File: config.mk
export PLATFORM = sky130hd
export DESIGN_NAME = min_tracking_stack
export DESIGN_NICKNAME = d
export VERILOG_FILES = /design/src/hdl/mts_pkg.sv /design/src/hdl/mts_value_stack.sv /design/src/hdl/mts_min_stack.sv /design/src/hdl/min_tracking_stack.sv
export VERILOG_INCLUDE_DIRS = /design/src /design/src/hdl
export SDC_FILE = /design/constraint.sdc
export NUM_CORES = 2
export LEC_CHECK = 0
export BUFFER_PORTS_ARGS = -buffer_cell sky130_fd_sc_hd__buf_2
export CAP_MARGIN = 20
export CORE_MARGIN = 8
export CORE_UTILIZATION = 49
export CTS_CLUSTER_SIZE = 8
export DETAILED_ROUTE_END_ITERATION = 8
export PLACE_DENSITY = 0.71
export SYNTH_ARGS = -nofsm -noshare
export SYNTH_HDL_FRONTEND = slang
export SYNTH_HIERARCHICAL = 1
export SYNTH_SLANG_ARGS = --single-unit
File: constraint.sdc
create_clock -name clk -period 7.4 [get_ports clk]
set_input_delay 1.48 -clock clk [delete_from_list [all_inputs] [get_ports clk]]
set_output_delay 1.48 -clock clk [all_outputs]
set_load 0.01 [all_outputs]
File: src/hdl/min_tracking_stack_defines.svh
// Assertion macros used by the min tracking stack top level.
`ifndef MIN_TRACKING_STACK_DEFINES_SVH
`define MIN_TRACKING_STACK_DEFINES_SVH

// Check a condition at every clock edge outside reset.
`define MTS_ASSERT_ALWAYS(lbl, cond, msg) \
  lbl: assert property (@(posedge clk) disable iff (!rst_n) (cond)) else $error(msg);

// Check that a condition in one cycle implies another in the next cycle.
`define MTS_ASSERT_NEXT(lbl, ante, cons, msg) \
  lbl: assert property (@(posedge clk) disable iff (!rst_n) (ante) |=> (cons)) \
    else $error(msg);

`endif

File: src/hdl/mts_pkg.sv
// Types and constants shared by the min tracking stack modules.
package mts_pkg;

  localparam int DEPTH   = 64;
  localparam int ADDR_W  = $clog2(DEPTH);
  localparam int CNT_W   = $clog2(DEPTH + 1);
  localparam int WORD_W  = 32;
  localparam int COUNT_W = 7;

  typedef logic signed [WORD_W-1:0] word_t;
  typedef logic [CNT_W-1:0]         cnt_t;
  typedef logic [ADDR_W-1:0]        addr_t;

  typedef enum logic {
    CMD_PUSH = 1'b0,
    CMD_POP  = 1'b1
  } cmd_t;

  typedef enum logic [1:0] {
    STS_DONE  = 2'd0,
    STS_FULL  = 2'd1,
    STS_EMPTY = 2'd2
  } status_t;

  typedef enum logic {
    ST_IDLE = 1'b0,
    ST_EXEC = 1'b1
  } state_t;

  // Committed stack operation, one strobe per kind.
  typedef struct packed {
    logic push;
    logic pop;
  } stk_op_t;

  // Status of the value stack seen by the controller.
  typedef struct packed {
    logic full;
    logic empty;
    cnt_t count;
    cnt_t count_after;
  } vs_stat_t;

endpackage

File: src/hdl/mts_value_stack.sv
// Value stack: word memory with a registered read of the top entry, and its fill count.
module mts_value_stack import mts_pkg::*; (
  input  logic     clk,
  input  logic     rst_n,
  input  logic     rd_en,
  input  stk_op_t  op,
  input  word_t    wr_value,
  output word_t    top_value,
  output vs_stat_t stat
);

  word_t mem [DEPTH];
  word_t top_q_r;
  cnt_t  count_r;
  cnt_t  count_nxt;
  cnt_t  top_idx;
  addr_t top_addr;
  addr_t wr_addr;

  assign top_idx  = count_r - CNT_W'(1);
  assign top_addr = top_idx[ADDR_W-1:0];
  assign wr_addr  = count_r[ADDR_W-1:0];

  always_ff @(posedge clk) begin
    if (op.push) begin
      mem[wr_addr] <= wr_value;
    end
    if (rd_en) begin
      top_q_r <= mem[top_addr];
    end
  end

  always_comb begin
    count_nxt = count_r;
    if (op.push) begin
      count_nxt = count_r + CNT_W'(1);
    end else if (op.pop) begin
      count_nxt = count_r - CNT_W'(1);
    end
  end

  always_ff @(posedge clk) begin
    if (!rst_n) begin
      count_r <= '0;
    end else begin
      count_r <= count_nxt;
    end
  end

  assign top_value         = top_q_r;
  assign stat.full         = (count_r == CNT_W'(DEPTH));
  assign stat.empty        = (count_r == '0);
  assign stat.count        = count_r;
  assign stat.count_after  = count_nxt;

endmodule

File: src/hdl/mts_min_stack.sv
// Minimum stack: memory of running minima, two-port top read and push/pop decision.
module mts_min_stack import mts_pkg::*; (
  input  logic    clk,
  input  logic    rst_n,
  input  logic    rd_en,
  input  stk_op_t op,
  input  word_t   push_value,
  input  word_t   popped_value,
  output word_t   min_after,
  output cnt_t    min_count
);

  word_t mem [DEPTH];
  word_t top_q_r;
  word_t below_q_r;
  cnt_t  count_r;
  cnt_t  count_nxt;
  cnt_t  top_idx;
  cnt_t  below_idx;
  logic  push_min;
  logic  pop_min;

  assign top_idx   = count_r - CNT_W'(1);
  assign below_idx = count_r - CNT_W'(2);

  // Push onto the minimum stack when it is empty or the new word does not exceed its top.
  assign push_min = op.push && (count_r != CNT_W'(DEPTH)) &&
                    ((count_r == '0) || (push_value <= top_q_r));
  // Drop the minimum when the word leaving the value stack is the minimum.
  assign pop_min  = op.pop && (count_r != '0) && (top_q_r == popped_value);

  always_ff @(posedge clk) begin
    if (push_min) begin
      mem[count_r[ADDR_W-1:0]] <= push_value;
    end
    if (rd_en) begin
      top_q_r   <= mem[top_idx[ADDR_W-1:0]];
      below_q_r <= mem[below_idx[ADDR_W-1:0]];
    end
  end

  always_comb begin
    count_nxt = count_r;
    min_after = '0;
    if (push_min) begin
      count_nxt = count_r + CNT_W'(1);
      min_after = push_value;
    end else if (pop_min) begin
      count_nxt = count_r - CNT_W'(1);
      if (count_r > CNT_W'(1)) begin
        min_after = below_q_r;
      end
    end else if (count_r != '0) begin
      min_after = top_q_r;
    end
  end

  always_ff @(posedge clk) begin
    if (!rst_n) begin
      count_r <= '0;
    end else begin
      count_r <= count_nxt;
    end
  end

  assign min_count = count_r;

endmodule

File: src/hdl/min_tracking_stack.sv
// Top level of the min tracking stack: command sequencer, result register and checks.
//
// A LIFO of DEPTH (64) signed 32-bit words that reports the smallest value held after every
// operation. Each input item is a push (in_tuser = 0, word in in_tdata) or a pop
// (in_tuser = 1, in_tdata ignored), and each yields exactly one result item carrying the
// status, the popped word, the current minimum, a minimum-valid flag and the fill count.
// A push to a full stack and a pop from an empty one are refused with a status code and
// leave the stack unchanged. Both stacks live in synchronous memories with registered reads,
// so each item passes through ST_IDLE, which accepts it and reads the top entries at the
// current pointers, and ST_EXEC, which decides, writes back and loads the result register.
// Items are handled one at a time: the next is accepted only once the last has committed,
// and ST_EXEC holds while the result register is full and out_tready is low. The result
// register lets the next item be accepted and read while a finished result still waits on
// out_tready. No clearing pass is needed after reset: only entries below the fill counts are ever read.
`include "min_tracking_stack_defines.svh"

module min_tracking_stack import mts_pkg::*; (
  input  logic        clk,
  input  logic        rst_n,
  input  logic        in_tvalid,
  output logic        in_tready,
  input  logic [31:0] in_tdata,   // [31:0] value
  input  logic        in_tuser,   // [0] command
  output logic        out_tvalid,
  input  logic        out_tready,
  output logic [71:0] out_tdata,  // [31:0] popped_value, [63:32] min_value, [70:64] count
  output logic [2:0]  out_tuser   // [1:0] status, [2] min_valid
);

  state_t   state_r;
  state_t   state_nxt;
  cmd_t     cmd_r;
  word_t    value_r;
  logic     accept;
  logic     out_free;
  logic     commit;
  stk_op_t  op;
  vs_stat_t vs_stat;
  word_t    vs_top;
  word_t    min_after;
  cnt_t     min_count;
  status_t  status_nxt;
  word_t    popped_nxt;

  // result register
  logic               out_tvalid_r;
  status_t            out_status_r;
  word_t              out_popped_r;
  word_t              out_min_r;
  logic               out_min_valid_r;
  logic [COUNT_W-1:0] out_count_r;

  // The result slot is free when empty or being drained this cycle.
  assign out_free = !out_tvalid_r || out_tready;
  assign accept   = in_tvalid && in_tready;

  // Next state: read tops on accept, commit once the result slot is free.
  always_comb begin
    state_nxt = state_r;
    case (state_r)
      ST_IDLE: begin
        if (accept) begin
          state_nxt = ST_EXEC;
        end
      end
      ST_EXEC: begin
        if (out_free) begin
          state_nxt = ST_IDLE;
        end
      end
      default: state_nxt = ST_IDLE;
    endcase
  end

  // Outputs of the sequencer.
  always_comb begin
    in_tready = 1'b0;
    commit    = 1'b0;
    case (state_r)
      ST_IDLE: in_tready = 1'b1;
      ST_EXEC: commit    = out_free;
      default: begin
        in_tready = 1'b0;
        commit    = 1'b0;
      end
    endcase
  end

  always_ff @(posedge clk) begin
    if (!rst_n) begin
      state_r <= ST_IDLE;
    end else begin
      state_r <= state_nxt;
    end
  end

  // Hold the command while its tops are read.
  always_ff @(posedge clk) begin
    if (accept) begin
      cmd_r   <= cmd_t'(in_tuser);
      value_r <= word_t'(in_tdata);
    end
  end

  // Decide the operation; refused commands change nothing.
  always_comb begin
    op.push    = commit && (cmd_r == CMD_PUSH) && !vs_stat.full;
    op.pop     = commit && (cmd_r == CMD_POP) && !vs_stat.empty;
    status_nxt = STS_DONE;
    if (cmd_r == CMD_PUSH && vs_stat.full) begin
      status_nxt = STS_FULL;
    end else if (cmd_r == CMD_POP && vs_stat.empty) begin
      status_nxt = STS_EMPTY;
    end
    popped_nxt = op.pop ? vs_top : '0;
  end

  mts_value_stack u_value_stack (
    .clk       (clk),
    .rst_n     (rst_n),
    .rd_en     (accept),
    .op        (op),
    .wr_value  (value_r),
    .top_value (vs_top),
    .stat      (vs_stat)
  );

  mts_min_stack u_min_stack (
    .clk          (clk),
    .rst_n        (rst_n),
    .rd_en        (accept),
    .op           (op),
    .push_value   (value_r),
    .popped_value (vs_top),
    .min_after    (min_after),
    .min_count    (min_count)
  );

  // Load the result on commit, drop the valid once taken.
  always_ff @(posedge clk) begin
    if (!rst_n) begin
      out_tvalid_r <= 1'b0;
    end else if (commit) begin
      out_tvalid_r <= 1'b1;
    end else if (out_tready) begin
      out_tvalid_r <= 1'b0;
    end
  end

  always_ff @(posedge clk) begin
    if (commit) begin
      out_status_r    <= status_nxt;
      out_popped_r    <= popped_nxt;
      out_min_valid_r <= (vs_stat.count_after != '0);
      out_min_r       <= (vs_stat.count_after != '0) ? min_after : '0;
      out_count_r     <= COUNT_W'(vs_stat.count_after);
    end
  end

  assign out_tvalid = out_tvalid_r;
  assign out_tdata  = {1'b0, out_count_r, out_min_r, out_popped_r};
  assign out_tuser  = {out_min_valid_r, out_status_r};

  // The minimum stack never outgrows the value stack, which never outgrows its store.
  `MTS_ASSERT_ALWAYS(a_min_le_value, min_count <= vs_stat.count, "min stack deeper than value stack")
  `MTS_ASSERT_ALWAYS(a_count_le_depth, vs_stat.count <= CNT_W'(DEPTH), "value count beyond depth")
  // A commit always leaves a result in the output register.
  `MTS_ASSERT_NEXT(a_commit_result, commit, out_tvalid_r, "commit without result")
  // Minimum and value stacks are empty together.
  `MTS_ASSERT_ALWAYS(a_empty_together, (min_count == '0) == vs_stat.empty, "stack emptiness mismatch")

endmodule

* Yosys cells after proc, flatten, opt, wreduce, memory -nomap -nowiden
Memories as Yosys holds them, arrays and structs flattened. A register that Yosys moved wholly into a read port is not among the register bits. Cells that the tools add are included. Widths: inputs -> output; s select.
Storage, ports and cells: latch bits 0, RAM bits 4096, input port bits 37, memories 2, bits in read-only memories 0, bits in registers 123, output and inout port bits 77
Cells by class: magnitude comparators 2, add/sub/neg operators 5, $mul 0, eq/ne operators 3, shift-type cells 0, div/mod/pow operators 0, reduce and logical (&&, ||, !) cells 22, muxes and demuxes 20, bitwise operators 2
Memories:
- u_min_stack.mem | depth 64, bits a word 32, read ports 2, clocked after Yosys merged registers in 2, wr ports 1, line mts_min_stack.sv:13 | word_t mem [DEPTH];
- u_value_stack.mem | depth 64, bits a word 32, read ports 1, clocked after Yosys merged registers in 1, wr ports 1, line mts_value_stack.sv:12 | word_t mem [DEPTH];
Operators with widths (count):
- $mux 32 | 4
- $eq 32x32->1 | 1
- $le 32x32->1 | 1
- $mux 7 | 4
- $add 7x1->7 const B | 2
- $logic_not 7->1 | 2
- $reduce_bool 7->1 | 2
- $sub 7x1->7 const B | 2
- $logic_and 1x1->1 | 11
- $mux 1 | 10
- $eq 7x7->1 const B | 1
- $gt 7x1->1 const B | 1
- $ne 7x7->1 const B | 1
- $sub 6x2->6 const B | 1
- $reduce_bool 2->1 | 2
- $logic_not 1->1 | 3
- $logic_or 1x1->1 | 2
- $mux 2 | 1
- $not 1->1 | 2
- $pmux 1 s2 | 1

* Depth between registers and ports, before layout
depth in word-level cells 9, depth in mapped cells 19, depth with buffers taken out 13

* Hierarchy
The synthesis kept the hierarchy.
By module, submodules not included:
- mts_min_stack | cells each 4235, times used 1, area each 98116.6 sq um, sequential area each 63561.0 sq um
- mts_value_stack | cells each 3376, times used 1, area each 79613.9 sq um, sequential area each 62600.0 sq um
- min_tracking_stack | cells each 209, times used 1, area each 4202.8 sq um, sequential area each 3253.1 sq um

* Least setup slack after synthesis
Ideal clock, no wire load.
path kind input to register, from in in_tvalid, to reg cmd_r, enable pin, stages on the path 1, data required time 6.766 ns, setup time 0.634 ns, setup slack -0.305 ns, arrival time 7.071 ns, buffers on the path 0, path through nor2b_1
Between the ends: word-level cells in the longest chain between the ends 1
Ends and longest elaborated chain:
- start, declared | line min_tracking_stack.sv:20 | input logic in_tvalid,
- $logic_and 1x1->1 | line min_tracking_stack.sv:55 | assign accept = in_tvalid && in_tready;
- end signal, assigned | line min_tracking_stack.sv:100 | cmd_r <= cmd_t'(in_tuser);
- end, declared | line min_tracking_stack.sv:32 | cmd_t cmd_r;
No other way between the ends. A chain may end at the register's enable or synchronous reset.

==> qor.yml <==
floorplanning:
  io_pins: 114
  coreArea_mm2: 0.369
  die_area_mm2: 0.391
  die_y_um: 625
  initial_core_util_pct: 49.2
  die_w_um: 625
  fp-row-count: 223
power_and_ir_drop:
  power.total_w: 0.0604
  seqPwrFrac_pct: 46.0
  clkPwrFrac_pct: 41.2
  p_leak_nw: 62.7
  power_switching_w: 0.0151
  peakVddDrop_uv: 260
  power_density_mw_per_mm2: 291
  combPwrFrac_pct: 12.8
  cellInternalPower_w: 0.0453
  p_sw_share_pct: 25.0
cts:
  ctsHtreeMaxLevel: 6
  cts.sinks: 4315
  cts_tree: "built"
  clockRootBuffer: "clkbuf_16"
  cts_resized: 0
  cts_setup_buffers: 0
  postCtsHoldBufs: 0
  clk_latency_ps: 1040
  cts.path.max_buffers: 4
  numCtsBuffers: 610
  path_clk_slew_ps: 50
sta:
  rsz0062_at_grt: "false"
  hold_viol_final: 0
  finalSetupTns_ps: 0
  fin_ws_ps: 1730
  worst_slew_pin_slew_ps: 1240
  slew_headroom_pct: 17.3
  clock_skew_ps: 57.5
  period_needed_ps: 5670
  finalSetupViolCount: 0
  fmax_ghz: 0.177
  maxSlewViolCount: 0
  fin_crit_sh_pct: 76.6
setup_path:
  cp.arrival_ps: 6370
  critPathLaunchType: "register"
  r2r_end: "u_min_stack/mem[52][17]"
  worstPathMaxFanout: 40
  worstSetupPathType: "register to register"
  required_ps: 8100
  timing.rr.start: "u_value_stack/count_r[3]"
  rr_worst_depth: 11
  end_kind: "register"
  rrSetupSlack_ps: 1730
detailed_routing:
  drtIter0Drc: 15000
  wl_per_cell_um: 39.5
  vias: 95500
  via_per_inst: 7.07
  drt_wl_total_mm: 533
  ant_nets: 0
  drc: 0
  firstDrtPassIters: 6
cells_and_area:
  final_common_cell: "edfxtp_1"
  utilization_pct: 56.2
  drive_above_1_share_pct: 38.1
  nets: 8431
  final_cell_mix: "edfxtp_1, mux4_2, clkbuf_16"
  syn2layout_area_growth_pct: 14.1
  final_cell_area_mm2: 0.208
placed_design:
  port_buffers: 112
  postPlaceCellArea_mm2: 0.190
  dp.final_hpwl_mm: 325
  place_congestion: 0.922
  pre_cts_slack_ps: 1920
synth:
  syn_nets: 7901
  synthArstFlopShare_pct: 0
  syn_area_mm2: 0.182
  synth-seq-cells: 4315
  ys.flop_type: "edfxtp_1"
  yosysWarnings: 6
  yosys.cell_types.count: 68
  avgSynthCellArea_um2: 23.3
  synth_edf_count: 4299
  synth.largest_area_cell: "edfxtp_1"
  synth_seq_area_share_pct: 71.1
  synth.area.top_cells: "edfxtp_1, mux4_2, buf_2"
  synthCells: 7820
  synth_top_area_share_pct: 71.0
hold_path:
  hold_path_startpoint: "u_min_stack/min_count[6]"
  hold_end: "u_min_stack/min_count[6]"
  min_path_type: "register to register"
  hold_depth: 2
global_routing:
  grt_overflow: 0
  grt_pass1_vias: 93900
  antenna_found_initial: 76
  grt_usage_pct: 26.8
  grt_max_degree: 141
  grt_pass1_wl_mm: 742
run:
  drv_cap: 0
run_status:
  status: "finished clean"
==> Yosys cell counts (all sizes together) (31+ instances only) <==
master,count
nor4b,33
mux4,1901
inv,45
buf,300
ha,44
edfxtp,4299
a21boi,33
a32oi,38
clkbuf,229
nor2,101
a21oi,58
xnor2,31
mux2i,56
and3,79
nor2b,36
a221o,33
nand2,186
and2,35
==> worst max-delay path, stage by stage (launching register included) <==
cell and delay [ps]:
dfxtp_1 790, or3_1 870, nor4_1 170, nor4_2 320
buf_4 280, nand2_1 70, a21oi_1 430, nand2_2 500
nor2_2 220, buf_4 350, and3_2 980, buf_4 310
==> worst max path at each step <==
| stage | endpoint | slack [ps] | from | cells past startpoint |
|---|---|---|---|---|
| 3_3_place_gp | u_min_stack/mem[0][15] | 1920 | u_value_stack/count_r[3] | 11 |
| 3_5_place_dp | u_min_stack/mem[0][15] | 1920 | u_value_stack/count_r[3] | 11 |
| 5_1_grt | u_min_stack/mem[52][31] | 1630 | u_value_stack/count_r[3] | 11 |
| 6_report | u_min_stack/mem[52][17] | 1730 | u_value_stack/count_r[3] | 11 |
| 4_1_cts | u_min_stack/mem[0][20] | 1900 | u_value_stack/count_r[3] | 11 |
| 2_1_floorplan | u_min_stack/mem[31][0] | 720 | value_r[1] | 11 |
==> flip-flops by register name, summed over array words and instances (netlist names) <==
signal	flops
cmd_r	1
out_count_r	7
out_min_r	32
out_min_valid_r	1
out_popped_r	32
out_status_r	2
out_tvalid	1
state_r	1
u_min_stack/below_q_r	32
u_min_stack/mem	2048
u_min_stack/min_count	7
u_min_stack/top_q_r	32
u_value_stack/count_r	7
u_value_stack/mem	2048
u_value_stack/top_value	32
value_r	32
==> metal layers <==
layer	global-route usage, %	vias to the layer above	share of wire [%]
met5	0	-	0.030
met4	13.9	22	6.1
met3	6.48	1208	12
met2	40.5	7332	46
met1	36.6	51500	35
li1	-	35400	-
==> layout make-up <==
type,instances,area (um^2)
clock inverter,48,875
tap,4950,6190
clock buffer,665,15700
multi-input combinational,2931,50800
sequential,4315,129000
antenna,102,255
inverter,45,169
timing repair buffer,447,4150
fill,26300,162000
==> power groups by stage <==
stage          sequential [W]  combinational, W  clock (W)
3_3_place_gp           0.0282           0.00748          0
5_1_grt                0.0277           0.00798     0.0260
3_5_place_dp           0.0282           0.00758          0
4_1_cts                0.0277           0.00764     0.0251
2_1_floorplan          0.0281           0.00454          0
6_report               0.0278           0.00775     0.0249
==> stage by stage <==
stage | hold slack, ps | instances
2_1_floorplan | 464 | 7820
3_3_place_gp | 483 | 12600
3_5_place_dp | 509 | 12700
4_1_cts | 516 | 13400
5_1_grt | 547 | 13500
6_report | 525 | 13500
==> kinds of logic after synthesis <==
group | count (synthesis) | synth area share [%]
adders and majority gates | 44 | 0.303
AOI/OAI and AO/OA | 327 | 1.33
muxes | 1957 | 23.8
buffers and inverters | 574 | 1.46
DFF | 4315 | 71.1
other | 1 | 0.00206
and+or+nand+nor | 550 | 1.67
xor gates and xnor gates | 52 | 0.259
(Power assumes the default switching activity.)
